`src/rtl/bvg_pkg.sv`:
```
// Shared types, widths and constants of the battery voltage gauge.
// Includes the fixed charge curve and the configuration register indexes.
// Used by the channel interfaces, the serial divider and the top level.
package bvg_pkg;

  localparam int MV_W       = 16;
  localparam int PCT_W      = 7;
  localparam int BST_W      = 2;
  localparam int CFG_IDX_W  = 8;
  localparam int HIST_DEPTH = 8;
  localparam int HIST_IDX_W = (HIST_DEPTH > 1) ? $clog2(HIST_DEPTH) : 1;
  localparam int CNT_W      = $clog2(HIST_DEPTH + 1);
  localparam int SUM_W      = MV_W + CNT_W;

  localparam int CURVE_POINTS = 101;
  localparam int CURVE_LAST   = CURVE_POINTS - 1;
  localparam int CURVE_IDX_W  = $clog2(CURVE_POINTS);
  localparam int CURVE_FIRST  = 3580;
  localparam int CURVE_TOP    = 4160;
  localparam int SPAN_CURVE   = CURVE_TOP - CURVE_FIRST;
  localparam int SPAN_W       = $clog2(SPAN_CURVE + 1);
  localparam int PROD_W       = MV_W + SPAN_W;

  localparam int DIV_NUM_W = (SUM_W > PROD_W) ? SUM_W : PROD_W;
  localparam int DIV_DEN_W = MV_W;
  localparam int DIV_CNT_W = $clog2(DIV_NUM_W + 1);

  typedef logic [MV_W-1:0]      mv_t;
  typedef logic [PCT_W-1:0]     pct_t;
  typedef logic [BST_W-1:0]     bst_t;
  typedef logic [CFG_IDX_W-1:0] cfg_idx_t;
  typedef logic [DIV_NUM_W-1:0] div_num_t;
  typedef logic [DIV_DEN_W-1:0] div_den_t;

  localparam cfg_idx_t REG_EMPTY_LEVEL    = 8'd0;
  localparam cfg_idx_t REG_FULL_LEVEL     = 8'd1;
  localparam cfg_idx_t REG_CHARGING_LEVEL = 8'd2;
  localparam cfg_idx_t REG_EXT_POWER      = 8'd3;

  localparam bst_t BAT_NORMAL    = 2'd0;
  localparam bst_t BAT_CHARGING  = 2'd1;
  localparam bst_t BAT_EXT_POWER = 2'd2;
  localparam bst_t BAT_EMPTY     = 2'd3;

  localparam mv_t RST_EMPTY_LEVEL    = 16'd3300;
  localparam mv_t RST_FULL_LEVEL     = 16'd4200;
  localparam mv_t RST_CHARGING_LEVEL = 16'd4300;
  localparam mv_t RST_EXT_POWER      = 16'd4500;

  localparam pct_t PCT_FULL = PCT_W'(CURVE_LAST);

  localparam mv_t CURVE_MV [0:CURVE_LAST] = '{
    16'd3580, 16'd3592, 16'd3600, 16'd3616, 16'd3624, 16'd3628, 16'd3632, 16'd3636,
    16'd3644, 16'd3648, 16'd3652, 16'd3656, 16'd3660, 16'd3664, 16'd3668, 16'd3672,
    16'd3676, 16'd3680, 16'd3684, 16'd3688, 16'd3692, 16'd3691, 16'd3696, 16'd3700,
    16'd3704, 16'd3708, 16'd3712, 16'd3716, 16'd3720, 16'd3724, 16'd3728, 16'd3729,
    16'd3730, 16'd3731, 16'd3733, 16'd3732, 16'd3736, 16'd3740, 16'd3744, 16'd3748,
    16'd3752, 16'd3756, 16'd3760, 16'd3764, 16'd3768, 16'd3772, 16'd3776, 16'd3780,
    16'd3784, 16'd3788, 16'd3792, 16'd3796, 16'd3800, 16'd3804, 16'd3808, 16'd3812,
    16'd3816, 16'd3824, 16'd3828, 16'd3832, 16'd3840, 16'd3848, 16'd3856, 16'd3860,
    16'd3864, 16'd3876, 16'd3880, 16'd3884, 16'd3888, 16'd3892, 16'd3904, 16'd3912,
    16'd3916, 16'd3924, 16'd3928, 16'd3936, 16'd3940, 16'd3948, 16'd3956, 16'd3964,
    16'd3980, 16'd3984, 16'd3996, 16'd4008, 16'd4020, 16'd4032, 16'd4040, 16'd4052,
    16'd4060, 16'd4072, 16'd4088, 16'd4092, 16'd4100, 16'd4108, 16'd4112, 16'd4120,
    16'd4132, 16'd4140, 16'd4144, 16'd4156, 16'd4160
  };

endpackage

```
`src/rtl/bvg_if.sv`:
```
// Valid/ready channel interfaces of the battery voltage gauge.
// Sample input, result output and configuration write channels.
// Depends on bvg_pkg for the payload types.
interface bvg_in_if;
  logic          valid;
  logic          ready;
  bvg_pkg::mv_t  voltage_sample;

  modport source (output valid, output voltage_sample, input ready);
  modport sink (input valid, input voltage_sample, output ready);
endinterface

interface bvg_out_if;
  logic          valid;
  logic          ready;
  bvg_pkg::mv_t  mean_voltage;
  bvg_pkg::pct_t charge_percent;
  bvg_pkg::bst_t battery_state;

  modport source (output valid, output mean_voltage, output charge_percent,
                  output battery_state, input ready);
  modport sink (input valid, input mean_voltage, input charge_percent,
                input battery_state, output ready);
endinterface

interface bvg_cfg_if;
  logic              valid;
  logic              ready;
  bvg_pkg::cfg_idx_t addr;
  bvg_pkg::mv_t      data;

  modport source (output valid, output addr, output data, input ready);
  modport sink (input valid, input addr, input data, output ready);
endinterface

```
`src/rtl/battery_voltage_gauge_top.sv`:
```
// Battery voltage gauge top level: sample history, sequencer and result register.
// Depends on bvg_pkg, the channel interfaces in bvg_if.sv and the divider bvg_div.
//
// Each accepted voltage sample enters an eight-entry history line; one result beat
// follows with the mean of the nonzero entries, the charge percentage and the battery
// state. One item is processed at a time, in these steps: accept the sample, sum the
// history one entry per cycle, run the first of two serial divisions of a 26-bit
// numerator, evaluate the levels, scale the mean, run the second division, search
// the curve in up to seven steps and load the output register.
// Means at or below the empty level or at or above the full level skip the second
// division and the search, and an empty history also skips the first. A finished
// result waits in the output register while the next sample is accepted; a second
// result waits in the sequencer until that register is free. Configuration writes
// are always ready and must be issued only while no sample is in flight.
module battery_voltage_gauge_top (
  input logic       clk,
  input logic       rst_n,
  bvg_in_if.sink    in_bus,
  bvg_out_if.source out_bus,
  bvg_cfg_if.sink   cfg_bus
);
  import bvg_pkg::*;

  localparam logic [2:0] ST_IDLE     = 3'd0;
  localparam logic [2:0] ST_SUM      = 3'd1;
  localparam logic [2:0] ST_DIV_MEAN = 3'd2;
  localparam logic [2:0] ST_EVAL     = 3'd3;
  localparam logic [2:0] ST_MUL      = 3'd4;
  localparam logic [2:0] ST_DIV_MAP  = 3'd5;
  localparam logic [2:0] ST_SEARCH   = 3'd6;
  localparam logic [2:0] ST_OUT      = 3'd7;

  logic [2:0]             state_r, state_nxt;
  mv_t                    hist_r [HIST_DEPTH];
  mv_t                    hist_nxt [HIST_DEPTH];
  logic [HIST_IDX_W-1:0]  sel_r, sel_nxt;
  logic [SUM_W-1:0]       sum_r, sum_nxt;
  logic [CNT_W-1:0]       cnt_r, cnt_nxt;
  mv_t                    mean_r, mean_nxt;
  mv_t                    diff_r, diff_nxt;
  logic [PROD_W-1:0]      prod_r, prod_nxt;
  mv_t                    mapped_r, mapped_nxt;
  pct_t                   lo_r, lo_nxt;
  pct_t                   hi_r, hi_nxt;
  pct_t                   pct_r, pct_nxt;
  bst_t                   bst_r, bst_nxt;
  logic                   div_start_r, div_start_nxt;
  logic                   out_valid_r, out_valid_nxt;
  mv_t                    out_mean_r, out_mean_nxt;
  pct_t                   out_pct_r, out_pct_nxt;
  bst_t                   out_bst_r, out_bst_nxt;
  mv_t                    empty_lvl_r, full_lvl_r, chg_lvl_r, ext_lvl_r;

  logic                   in_fire;
  logic [PCT_W:0]         mid_sum;
  logic [CURVE_IDX_W-1:0] mid;
  div_num_t               div_num;
  div_den_t               div_den;
  div_num_t               div_quo;
  logic                   div_done;

  assign in_fire       = in_bus.valid && in_bus.ready;
  assign in_bus.ready  = (state_r == ST_IDLE);
  assign cfg_bus.ready = 1'b1;

  assign mid_sum = {1'b0, lo_r} + {1'b0, hi_r} + (PCT_W+1)'(1);
  assign mid     = CURVE_IDX_W'(mid_sum[PCT_W:1]);

  assign div_num = (state_r == ST_DIV_MEAN) ? DIV_NUM_W'(sum_r) : DIV_NUM_W'(prod_r);
  assign div_den = (state_r == ST_DIV_MEAN) ? DIV_DEN_W'(cnt_r)
                                            : DIV_DEN_W'(full_lvl_r - empty_lvl_r);

  bvg_div u_div (
    .clk   (clk),
    .rst_n (rst_n),
    .start (div_start_r),
    .num   (div_num),
    .den   (div_den),
    .done  (div_done),
    .quo   (div_quo)
  );

  always_comb begin
    state_nxt     = state_r;
    hist_nxt      = hist_r;
    sel_nxt       = sel_r;
    sum_nxt       = sum_r;
    cnt_nxt       = cnt_r;
    mean_nxt      = mean_r;
    diff_nxt      = diff_r;
    prod_nxt      = prod_r;
    mapped_nxt    = mapped_r;
    lo_nxt        = lo_r;
    hi_nxt        = hi_r;
    pct_nxt       = pct_r;
    bst_nxt       = bst_r;
    div_start_nxt = 1'b0;
    out_valid_nxt = out_valid_r;
    out_mean_nxt  = out_mean_r;
    out_pct_nxt   = out_pct_r;
    out_bst_nxt   = out_bst_r;
    if (out_bus.ready) begin
      out_valid_nxt = 1'b0;
    end
    unique case (state_r)
      ST_IDLE: begin
        if (in_fire) begin
          for (int i = HIST_DEPTH - 1; i > 0; i--) begin
            hist_nxt[i] = hist_r[i-1];
          end
          hist_nxt[0] = in_bus.voltage_sample;
          sel_nxt     = '0;
          sum_nxt     = '0;
          cnt_nxt     = '0;
          state_nxt   = ST_SUM;
        end
      end
      ST_SUM: begin
        if (hist_r[sel_r] != '0) begin
          sum_nxt = sum_r + SUM_W'(hist_r[sel_r]);
          cnt_nxt = cnt_r + CNT_W'(1);
        end
        sel_nxt = sel_r + HIST_IDX_W'(1);
        if (sel_r == HIST_IDX_W'(HIST_DEPTH - 1)) begin
          if (cnt_nxt == '0) begin
            mean_nxt  = '0;
            state_nxt = ST_EVAL;
          end else begin
            div_start_nxt = 1'b1;
            state_nxt     = ST_DIV_MEAN;
          end
        end
      end
      ST_DIV_MEAN: begin
        if (div_done) begin
          mean_nxt  = div_quo[MV_W-1:0];
          state_nxt = ST_EVAL;
        end
      end
      ST_EVAL: begin
        priority if (mean_r == '0) begin
          bst_nxt = BAT_NORMAL;
        end else if (mean_r >= ext_lvl_r) begin
          bst_nxt = BAT_EXT_POWER;
        end else if (mean_r >= chg_lvl_r) begin
          bst_nxt = BAT_CHARGING;
        end else if (mean_r >= empty_lvl_r) begin
          bst_nxt = BAT_NORMAL;
        end else begin
          bst_nxt = BAT_EMPTY;
        end
        priority if (mean_r == '0 || mean_r <= empty_lvl_r) begin
          pct_nxt   = '0;
          state_nxt = ST_OUT;
        end else if (mean_r >= full_lvl_r) begin
          pct_nxt   = PCT_FULL;
          state_nxt = ST_OUT;
        end else begin
          diff_nxt  = mean_r - empty_lvl_r;
          state_nxt = ST_MUL;
        end
      end
      ST_MUL: begin
        prod_nxt      = PROD_W'(diff_r) * PROD_W'(SPAN_CURVE);
        div_start_nxt = 1'b1;
        state_nxt     = ST_DIV_MAP;
      end
      ST_DIV_MAP: begin
        if (div_done) begin
          mapped_nxt = MV_W'(CURVE_FIRST) + div_quo[MV_W-1:0];
          lo_nxt     = '0;
          hi_nxt     = PCT_FULL;
          state_nxt  = ST_SEARCH;
        end
      end
      ST_SEARCH: begin
        if (lo_r >= hi_r) begin
          pct_nxt   = lo_r;
          state_nxt = ST_OUT;
        end else if (CURVE_MV[mid] <= mapped_r) begin
          lo_nxt = PCT_W'(mid);
        end else begin
          hi_nxt = PCT_W'(mid) - PCT_W'(1);
        end
      end
      ST_OUT: begin
        if (!out_valid_r || out_bus.ready) begin
          out_valid_nxt = 1'b1;
          out_mean_nxt  = mean_r;
          out_pct_nxt   = pct_r;
          out_bst_nxt   = bst_r;
          state_nxt     = ST_IDLE;
        end
      end
      default: state_nxt = ST_IDLE;
    endcase
  end

  always_ff @(posedge clk) begin
    if (!rst_n) begin
      state_r     <= ST_IDLE;
      div_start_r <= 1'b0;
      out_valid_r <= 1'b0;
      for (int i = 0; i < HIST_DEPTH; i++) begin
        hist_r[i] <= '0;
      end
    end else begin
      state_r     <= state_nxt;
      div_start_r <= div_start_nxt;
      out_valid_r <= out_valid_nxt;
      hist_r      <= hist_nxt;
    end
  end

  always_ff @(posedge clk) begin
    sel_r      <= sel_nxt;
    sum_r      <= sum_nxt;
    cnt_r      <= cnt_nxt;
    mean_r     <= mean_nxt;
    diff_r     <= diff_nxt;
    prod_r     <= prod_nxt;
    mapped_r   <= mapped_nxt;
    lo_r       <= lo_nxt;
    hi_r       <= hi_nxt;
    pct_r      <= pct_nxt;
    bst_r      <= bst_nxt;
    out_mean_r <= out_mean_nxt;
    out_pct_r  <= out_pct_nxt;
    out_bst_r  <= out_bst_nxt;
  end

  always_ff @(posedge clk) begin
    if (!rst_n) begin
      empty_lvl_r <= RST_EMPTY_LEVEL;
      full_lvl_r  <= RST_FULL_LEVEL;
      chg_lvl_r   <= RST_CHARGING_LEVEL;
      ext_lvl_r   <= RST_EXT_POWER;
    end else if (cfg_bus.valid && cfg_bus.ready) begin
      unique case (cfg_bus.addr)
        REG_EMPTY_LEVEL:    empty_lvl_r <= cfg_bus.data;
        REG_FULL_LEVEL:     full_lvl_r  <= cfg_bus.data;
        REG_CHARGING_LEVEL: chg_lvl_r   <= cfg_bus.data;
        REG_EXT_POWER:      ext_lvl_r   <= cfg_bus.data;
        default: ;
      endcase
    end
  end

  assign out_bus.valid          = out_valid_r;
  assign out_bus.mean_voltage   = out_mean_r;
  assign out_bus.charge_percent = out_pct_r;
  assign out_bus.battery_state  = out_bst_r;

endmodule

```
`src/rtl/bvg_div.sv`:
```
// Restoring serial divider producing one quotient bit per cycle.
// Shared by the mean computation and the curve mapping.
// Depends on bvg_pkg for operand widths.
module bvg_div (
  input  logic              clk,
  input  logic              rst_n,
  input  logic              start,
  input  bvg_pkg::div_num_t num,
  input  bvg_pkg::div_den_t den,
  output logic              done,
  output bvg_pkg::div_num_t quo
);
  import bvg_pkg::*;

  div_num_t               quo_r, quo_nxt;
  div_den_t               rem_r, rem_nxt;
  div_den_t               den_r, den_nxt;
  logic [DIV_CNT_W-1:0]   cnt_r, cnt_nxt;
  logic                   busy_r, busy_nxt;
  logic                   done_r, done_nxt;
  logic [DIV_DEN_W:0]     trial;
  logic [DIV_DEN_W:0]     diff;
  logic                   fits;

  always_comb begin
    trial    = {rem_r, quo_r[DIV_NUM_W-1]};
    diff     = trial - {1'b0, den_r};
    fits     = (trial >= {1'b0, den_r});
    quo_nxt  = quo_r;
    rem_nxt  = rem_r;
    den_nxt  = den_r;
    cnt_nxt  = cnt_r;
    busy_nxt = busy_r;
    done_nxt = 1'b0;
    if (start) begin
      quo_nxt  = num;
      rem_nxt  = '0;
      den_nxt  = den;
      cnt_nxt  = DIV_CNT_W'(DIV_NUM_W);
      busy_nxt = 1'b1;
    end else if (busy_r) begin
      quo_nxt = {quo_r[DIV_NUM_W-2:0], fits};
      rem_nxt = fits ? diff[DIV_DEN_W-1:0] : trial[DIV_DEN_W-1:0];
      cnt_nxt = cnt_r - DIV_CNT_W'(1);
      if (cnt_r == DIV_CNT_W'(1)) begin
        busy_nxt = 1'b0;
        done_nxt = 1'b1;
      end
    end
  end

  always_ff @(posedge clk) begin
    if (!rst_n) begin
      busy_r <= 1'b0;
      done_r <= 1'b0;
      cnt_r  <= '0;
    end else begin
      busy_r <= busy_nxt;
      done_r <= done_nxt;
      cnt_r  <= cnt_nxt;
    end
  end

  always_ff @(posedge clk) begin
    quo_r <= quo_nxt;
    rem_r <= rem_nxt;
    den_r <= den_nxt;
  end

  assign done = done_r;
  assign quo  = quo_r;

endmodule
```
`src/flat_wrapper.sv`:
```
// flat-port wrapper written by rule: the top's interface ports become plain ports
module battery_voltage_gauge_top_flat import bvg_pkg::*;
  (clk, rst_n, in_bus_valid, in_bus_voltage_sample, in_bus_ready, out_bus_valid, out_bus_mean_voltage, out_bus_charge_percent, out_bus_battery_state, out_bus_ready, cfg_bus_valid, cfg_bus_addr, cfg_bus_data, cfg_bus_ready);
  bvg_in_if in_bus_i ();
  bvg_out_if out_bus_i ();
  bvg_cfg_if cfg_bus_i ();
  input logic clk;
  input logic rst_n;
  input wire logic [$bits(in_bus_i.valid)-1:0] in_bus_valid;
  input wire logic [$bits(in_bus_i.voltage_sample)-1:0] in_bus_voltage_sample;
  output wire logic [$bits(in_bus_i.ready)-1:0] in_bus_ready;
  output wire logic [$bits(out_bus_i.valid)-1:0] out_bus_valid;
  output wire logic [$bits(out_bus_i.mean_voltage)-1:0] out_bus_mean_voltage;
  output wire logic [$bits(out_bus_i.charge_percent)-1:0] out_bus_charge_percent;
  output wire logic [$bits(out_bus_i.battery_state)-1:0] out_bus_battery_state;
  input wire logic [$bits(out_bus_i.ready)-1:0] out_bus_ready;
  input wire logic [$bits(cfg_bus_i.valid)-1:0] cfg_bus_valid;
  input wire logic [$bits(cfg_bus_i.addr)-1:0] cfg_bus_addr;
  input wire logic [$bits(cfg_bus_i.data)-1:0] cfg_bus_data;
  output wire logic [$bits(cfg_bus_i.ready)-1:0] cfg_bus_ready;
  assign in_bus_i.valid = in_bus_valid;
  assign in_bus_i.voltage_sample = in_bus_voltage_sample;
  assign in_bus_ready = in_bus_i.ready;
  assign out_bus_valid = out_bus_i.valid;
  assign out_bus_mean_voltage = out_bus_i.mean_voltage;
  assign out_bus_charge_percent = out_bus_i.charge_percent;
  assign out_bus_battery_state = out_bus_i.battery_state;
  assign out_bus_i.ready = out_bus_ready;
  assign cfg_bus_i.valid = cfg_bus_valid;
  assign cfg_bus_i.addr = cfg_bus_addr;
  assign cfg_bus_i.data = cfg_bus_data;
  assign cfg_bus_ready = cfg_bus_i.ready;
  battery_voltage_gauge_top u_core (.clk(clk), .rst_n(rst_n), .in_bus(in_bus_i), .out_bus(out_bus_i), .cfg_bus(cfg_bus_i));
endmodule
```
`config.mk`:
```
export PLATFORM = sky130hd
export DESIGN_NAME = battery_voltage_gauge_top_flat
export DESIGN_NICKNAME = d
export VERILOG_FILES = /design/src/rtl/bvg_pkg.sv /design/src/rtl/bvg_if.sv /design/src/rtl/battery_voltage_gauge_top.sv /design/src/rtl/bvg_div.sv /design/src/flat_wrapper.sv
export SDC_FILE = /design/constraint.sdc
export NUM_CORES = 1
export LEC_CHECK = 0
export BUFFER_PORTS_ARGS = -buffer_cell sky130_fd_sc_hd__buf_2
export CORE_MARGIN = 2
export CORE_UTILIZATION = 40
export CTS_CLUSTER_DIAMETER = 120
export DETAILED_ROUTE_END_ITERATION = 8
export PLACE_DENSITY = 0.55
export SYNTH_ARGS = -nofsm -noshare
export SYNTH_HDL_FRONTEND = slang
export SYNTH_SLANG_ARGS = --single-unit
```
`constraint.sdc`:
```
create_clock -name clk -period 5.8 [get_ports clk]
set_input_delay 0.29 -clock clk [delete_from_list [all_inputs] [get_ports clk]]
set_output_delay 0.29 -clock clk [all_outputs]
set_load 0.02 [all_outputs]
```
; After elaboration in Yosys (flattened, before gate mapping)
; Memory sizes are Yosys's and may differ from the RTL's.
; Index checks and enable logic that the tools add are counted.
[classes]
n_addsub = 11
mul = 1
order_cmp = 10
n_eq_ne = 24
n_mux = 60
bitwise_logic = 6
reduce_logical = 32
[ops]
columns = cell, count
row1 = $mux 16, 8
row2 = $mux 26, 3
row3 = $ge 16x16->1, 4
row4 = $mux 7, 9
row5 = $bmux 16 s3, 1
row6 = $sub 16x16->16, 3
row7 = $pmux 7 s2, 3
row8 = $mux 20, 2
row9 = $pmux 20 s2, 1
row10 = $le 16x16->1, 2
row11 = $pmux 16 s2, 1
row12 = $mul 16x8->24 const B, 1
row13 = $mux 3, 8
row14 = $pmux 3 s8, 1
row15 = $add 20x16->20, 1
row16 = $ge 17x16->1, 1
row17 = $add 12x16->16 const A, 1
row18 = $eq 8x2->1 const B, 2
row19 = $logic_not 16->1, 1
row20 = $mux 4, 4
row21 = $reduce_and 2->1, 8
row22 = $reduce_bool 16->1, 1
row23 = $eq 3x3->1 const B, 5
row24 = $ne 2x1->1 const B, 6
row25 = 36 further kinds, 67
[word_totals]
ff_bits = 409
mem_bits_ro = 2048
input_bits = 45
out_inout_bits = 28
elab_cells = 183
mem_count = 1
[memory_table]
columns = memory, words, word_bits, read_ports, rd_ports_with_merged_regs, write_ports, line_no
row1 = (name not given), 128, 16, 1, 0, 0, battery_voltage_gauge_top.sv:180  ; end else if (CURVE_MV[mid] <= mapped_r) begin

; Logic depth before layout (Yosys ltp)
[logic_depth]
word_depth = 11
depth_mapped = 21
depth_no_buf = 19

; Hierarchy
; A second synthesis with hierarchy kept.
[hier_totals]
hier_cells = 2634
hier_area_um2 = 24870.1
[modules_own_cells]
columns = mod, instances, cells_each, area_per_inst_um2, seq_area_each_um2
row1 = battery_voltage_gauge_top, 1, 2294, 21141.5, 8358.0
row2 = bvg_div, 1, 340, 3728.6, 1721.7

; Worst setup path before layout
; Ideal clock, no wire load.
[synth_path]
path_type = reg2reg
from = register u_core.lo_r[5]
to = register u_core.lo_r[0], enable pin
arrival_ns = 4.226
required_ns = 5.440
slack_ns = 1.214
stages_incl_launch_ff = 20
path_buffers = 3
period_less_slack_ns = 4.586
cell_sequence = edfxtp_1 -> ha_1 -> clkbuf_1 -> clkinv_1 -> nor3_1 -> a221oi_1 -> o311ai_1 -> clkbuf_1 -> clkbuf_1 -> nand3_1 -> a211oi_1 -> ha_1 -> nor2b_1 -> o21a_1 -> o21a_1 -> o21a_1 -> o21a_1 -> o21ai_0 -> a221oi_1 -> nor2_1
[synth_between]
elab_chain_cells = 9
word_cells_on_any_way = 11
classes_between = add/sub (2) / order compare (2) / eq/ne (2) / mux (2) / bitwise (1) / reduce/logical (1) / memory (1)
[synth_rtl]
columns = element, line_no
row1 = start: declaration, battery_voltage_gauge_top.sv:43  ; pct_t lo_r, lo_nxt;
row2 = start signal: assignment, battery_voltage_gauge_top.sv:223  ; lo_r <= lo_nxt;
row3 = $add 7x7->8, battery_voltage_gauge_top.sv:66  ; assign mid_sum = {1'b0, lo_r} + {1'b0, hi_r} + (PCT_W+1)'(1);
row4 = $add 8x1->8, battery_voltage_gauge_top.sv:66
row5 = $not 7->8 (implied by the code), battery_voltage_gauge_top.sv:180
row6 = $mem_v2 128x16, n/a
row7 = $mux 16 (implied by the code) (2 in series), battery_voltage_gauge_top.sv:180
row8 = $le 16x16->1, battery_voltage_gauge_top.sv:180
row9 = $ne 2x1->1 (no line), n/a
row10 = $reduce_and 4->1 (no line) (*), n/a
; Mark *: on every way between the ends. The rest lies on a longest branch, timed or not. The select of a mux whose other input is x is not followed.
; A chain may end at the register's enable or synchronous reset.

; Worst setup path in the final report
[layout_path]
from = register u_core.lo_r[5]
to = register u_core.lo_r[4], enable pin
; The elaborated chain is that of the path after synthesis.

==> flow_metrics.env <==
export IMPL_cp_end_kind="flop"
export IMPL_crit_path_top_delay_cell="sky130_fd_sc_hd__nor2_1"
export IMPL_die_w_um=247.2
export IMPL_synth_seq_area_share=0.4260
export IMPL_routed_wirelength_um=61820
export IMPL_timing_final_setup_violations=0
export IMPL_slew_headroom=0.1991
export IMPL_vias=18608
export IMPL_worstSetupStartpointType="flop"
export IMPL_initialDrtViolationCount=1262
export IMPL_gr_total_overflow=0
export IMPL_transition_at_the_pin_with_the_smallest_max_transition_slack_ps=1192
export IMPL_fp_dieH_um=247.2
export IMPL_power_combinational_fraction=0.264
export IMPL_finalHoldViolations=0
export IMPL_port_buffers=71
export IMPL_synth_largest_area_cell="sky130_fd_sc_hd__edfxtp_1"
export IMPL_layout_filler_cells=5573
export IMPL_vias_in_the_first_global_route=18079
export IMPL_edff_count_synth=189
export IMPL_power_sequential_fraction=0.401
export IMPL_num_io_pins=73
export IMPL_gr_usage_all_layers=0.2031
export IMPL_drv_slew=0
export IMPL_synth_seq_cells=409
export IMPL_power_switching_fraction=0.3331
export IMPL_worstPathCellList="ha_1, clkinv_1, a221oi_1, o311ai_4, buf_4, o211ai_1, o211ai_1, a311oi_1, ha_1, o21a_1, o21a_1, o21a_1, o21a_1, o21ai_0, a221oi_1, nor2_1"
export IMPL_core_area_um2=58800
export IMPL_synth_cell_type_count=85
export IMPL_vdd_ir_drop_max_uv=357.8
export IMPL_clock_sinks=409
export IMPL_final_net_count=2915
export IMPL_worst_skew_late_latency_ps=600
export IMPL_initial_utilization=0.4024
export IMPL_largest_net_degree_at_the_start_of_global_routing=97
export IMPL_min_delay_path_class="input pin to flop"
export IMPL_timing_final_ws_setup_ps=598.6
export IMPL_timing_hold_ws_ps=32.55
export IMPL_synth_async_sr_flop_share=0
export IMPL_p_sw_mw=3.002
export IMPL_synth_flop_cell="sky130_fd_sc_hd__dfxtp_1"
export IMPL_yosys_warnings=0
export IMPL_routabilityCongestion=0.8808
export IMPL_vias_per_cell=5.398
export IMPL_syn_area_um2=23660
export IMPL_cap_viol_max_count=0
export IMPL_syn_area_per_cell_um2=9.182
export IMPL_finalWorstPathRequiredPeriod_ps=5201
export IMPL_total_power_mw=9.014
export IMPL_cp_data_required_time_ps=6020
export IMPL_power_density_cell_area_nw_per_um2=338.1
export IMPL_r2r_worst_path_cells=16
export IMPL_synth_top_cell_area_share=0.2399
export IMPL_mappedNetlistNets=2856
export IMPL_postSynthCellCount=2577
export IMPL_htree_num_levels=2
export IMPL_antenna_cells=0
export IMPL_period_share=0.8968
export IMPL_synth_area_leaders="sky130_fd_sc_hd__edfxtp_1, sky130_fd_sc_hd__dfxtp_1, sky130_fd_sc_hd__ha_1"
export IMPL_cts_made_buffers=46
export IMPL_wire_length_of_the_first_global_routing_pass_um=98650
export IMPL_grt_antenna_before_repair=0
export IMPL_std_cell_rows=89
export IMPL_p_clk_frac=0.335
export IMPL_clockRootBuffer="sky130_fd_sc_hd__clkbuf_16"
export IMPL_worst_hold_path_num_cells=3
export IMPL_cts_buffer_depth=3
export IMPL_arrival_ps=5420
export IMPL_detail_route_drc_violations=0
export IMPL_clk_pin_slew_ps=70
export IMPL_layout_area_overhead_pct=12.66
export IMPL_cellInternalPower_mw=6.012
export IMPL_detailedPlacementHpwl_um=43690
export IMPL_fmax_mhz=192.3
export IMPL_drt_pass1_iterations=5
export IMPL_floorplan_die_area_um2=61120
export IMPL_final_antenna_net_count=0
export IMPL_critPathMostFrequentCell="sky130_fd_sc_hd__o21a_1"
export IMPL_grt_setup_unrepaired="false"
export IMPL_timing_clock_skew_ps=24.13
export IMPL_worst_path_largest_cell_delay_ps=530
export IMPL_power_leakage_nw=10.52
export IMPL_drive_gt1_frac=0.09274
export IMPL_setup_worst_path_class="flop to flop"
export IMPL_place_worst_setup_slack_ps=648.4
export IMPL_route_detailed_wl_per_inst_um=17.93
export IMPL_critical_path_peak_fanout=17
export IMPL_cts_tree="yes"
export IMPL_tns_ps=0
export IMPL_run_status="finished clean"
power by group through the flow:
stage | combinational (mW) | sequential [mW] | clock, mW
floorplan | 1.86 | 3.54 | 0
global placement | 2.33 | 3.67 | 0
detailed placement | 2.37 | 3.68 | 0
CTS | 2.40 | 3.62 | 3.09
global route | 2.65 | 3.65 | 3.20
finish | 2.38 | 3.62 | 3.02
routing by layer:
layer,wire [um],global-route usage,vias to the layer above
li1,-,-,9205
met1,28480,0.2706,8956
met2,29170,0.3432,357
met3,2785,0.03115,90
met4,1380,0.05266,0
met5,0,0,-
what timing repair did:
item                                   CTS  global route
setup buffers                            0             0
endpoints found under the hold margin   57             0
hold buffers                            29             0
gates resized for setup                  0             0
cell usage in the layout (no fill, tap or decap), types with 11 or more instances in the layout:
master / synthesis / final
sky130_fd_sc_hd__o21a_1: 19 / 19
sky130_fd_sc_hd__nand2b_1: 13 / 13
sky130_fd_sc_hd__a31oi_1: 23 / 23
sky130_fd_sc_hd__inv_1: 191 / 190
sky130_fd_sc_hd__clkbuf_1: 104 / 11
sky130_fd_sc_hd__and3_1: 27 / 27
sky130_fd_sc_hd__xnor2_1: 51 / 50
sky130_fd_sc_hd__buf_2: 7 / 71
sky130_fd_sc_hd__xor2_1: 34 / 34
sky130_fd_sc_hd__nor2_1: 165 / 163
sky130_fd_sc_hd__nor4_1: 13 / 13
sky130_fd_sc_hd__dlygate4sd3_1: 0 / 29
sky130_fd_sc_hd__dfxtp_1: 220 / 219
sky130_fd_sc_hd__mux4_2: 29 / 29
sky130_fd_sc_hd__nand2_1: 493 / 492
sky130_fd_sc_hd__o21ai_0: 68 / 68
sky130_fd_sc_hd__nor2b_1: 19 / 19
sky130_fd_sc_hd__ha_1: 220 / 220
sky130_fd_sc_hd__a211oi_1: 31 / 31
sky130_fd_sc_hd__a21o_1: 35 / 35
sky130_fd_sc_hd__fa_1: 14 / 14
sky130_fd_sc_hd__nand3_1: 28 / 28
sky130_fd_sc_hd__nand4_1: 18 / 18
sky130_fd_sc_hd__a21oi_1: 257 / 257
sky130_fd_sc_hd__mux2i_1: 31 / 31
sky130_fd_sc_hd__mux2_2: 14 / 14
sky130_fd_sc_hd__buf_4: 2 / 30
sky130_fd_sc_hd__edfxtp_1: 189 / 189
sky130_fd_sc_hd__clkbuf_16: 0 / 46
sky130_fd_sc_hd__nor3_1: 51 / 49
sky130_fd_sc_hd__o211ai_1: 30 / 30
registers in the layout, indices dropped and copies added, names as in the netlist, 16 cells and up:
name,count
u_core.ext_lvl_r,16
u_core.chg_lvl_r,16
u_core.prod_r,24
u_core.diff_r,16
u_core.out_bus.mean_voltage,16
u_core.u_div.rem_r,16
u_core.u_div.quo,26
u_core.empty_lvl_r,16
u_core.full_lvl_r,16
u_core.mean_r,16
u_core.mapped_r,16
u_core.u_div.den_r,16
u_core.sum_r,20
u_core.hist_r,128
worst paths after layout:
kind | start | endpoint | slack, ps
max | u_core.lo_r[5] | u_core.lo_r[4] | 600
min | cfg_bus_data[15] | u_core.chg_lvl_r[15] | 30
max reg2reg | u_core.lo_r[5] | u_core.lo_r[4] | 600
min reg2reg | u_core.pct_r[5] | u_core.out_bus.charge_percent[5] | 410
stage by stage:
step           utilization  instance area [um2]  std cells
2_1_floorplan            -                23660       2577
3_3_place_gp        0.4221                24820       3332
3_5_place_dp        0.4221                24820       3332
4_1_cts             0.4534                26660       3447
5_1_grt             0.4534                26660       3447
6_report            0.4534                26660       3447
cell type report:
| class | instances | area, um2 | share of cell area |
|---|---|---|---|
| clock inverter | 20 | 247.7 | 0.009293 |
| timing repair buffer | 131 | 890.9 | 0.03342 |
| multi-input combinational | 1852 | 12430 | 0.4662 |
| tap | 773 | 967.2 | 0.03628 |
| sequential | 409 | 10080 | 0.3782 |
| clock buffer | 66 | 1304 | 0.04891 |
| inverter | 196 | 740.7 | 0.02779 |
synth_stat cells, types with 5 or more instances:
cell and n:
sky130_fd_sc_hd__or3_1 10, sky130_fd_sc_hd__a211oi_1 31, sky130_fd_sc_hd__o21bai_1 8, sky130_fd_sc_hd__nand3b_1 5
sky130_fd_sc_hd__and2_1 11, sky130_fd_sc_hd__nand2b_1 13, sky130_fd_sc_hd__a21boi_0 6, sky130_fd_sc_hd__o2bb2ai_1 9
sky130_fd_sc_hd__and3_1 27, sky130_fd_sc_hd__o211ai_1 30, sky130_fd_sc_hd__xor2_1 34, sky130_fd_sc_hd__o21ai_0 68
sky130_fd_sc_hd__o31a_1 8, sky130_fd_sc_hd__or2_2 7, sky130_fd_sc_hd__a2111oi_0 6, sky130_fd_sc_hd__nor2_1 165
sky130_fd_sc_hd__ha_1 220, sky130_fd_sc_hd__nand4_1 18, sky130_fd_sc_hd__inv_1 191, sky130_fd_sc_hd__nor4_1 13
sky130_fd_sc_hd__clkbuf_1 104, sky130_fd_sc_hd__dfxtp_1 220, sky130_fd_sc_hd__nor3_1 51, sky130_fd_sc_hd__mux2i_1 31
sky130_fd_sc_hd__buf_2 7, sky130_fd_sc_hd__buf_1 6, sky130_fd_sc_hd__nand2_1 493, sky130_fd_sc_hd__mux2_2 14
sky130_fd_sc_hd__o31ai_1 10, sky130_fd_sc_hd__and4_1 7, sky130_fd_sc_hd__fa_1 14, sky130_fd_sc_hd__a31oi_1 23
sky130_fd_sc_hd__a21oi_1 257, sky130_fd_sc_hd__mux4_2 29, sky130_fd_sc_hd__a221oi_1 6, sky130_fd_sc_hd__xnor2_1 51
sky130_fd_sc_hd__nor2b_1 19, sky130_fd_sc_hd__a311oi_1 6, sky130_fd_sc_hd__o21a_1 19, sky130_fd_sc_hd__edfxtp_1 189
sky130_fd_sc_hd__nand3_1 28, sky130_fd_sc_hd__a211o_1 6, sky130_fd_sc_hd__a21o_1 35
critical path, delay by kind of cell, from the launching register on:
kind | cells | cell delay [ps]
adder cells (fa/ha/maj) | 2 | 800
flip-flops | 1 | 430
AND/OR/NAND/NOR | 1 | 530
AO/OA/AOI/OAI | 11 | 2430
buffers and inverters | 2 | 610
kinds of logic after synthesis:
logic type	share of synthesized area
AOI/OAI and AO/OA	0.1510
xor gates and xnor gates	0.03146
adders and majority gates	0.1282
buffers and inverters	0.05113
DFF	0.4260
muxes	0.04786
other	0.0001585
and+or+nand+nor	0.1642
No activity file was read; power rests on OpenSTA's default activity.
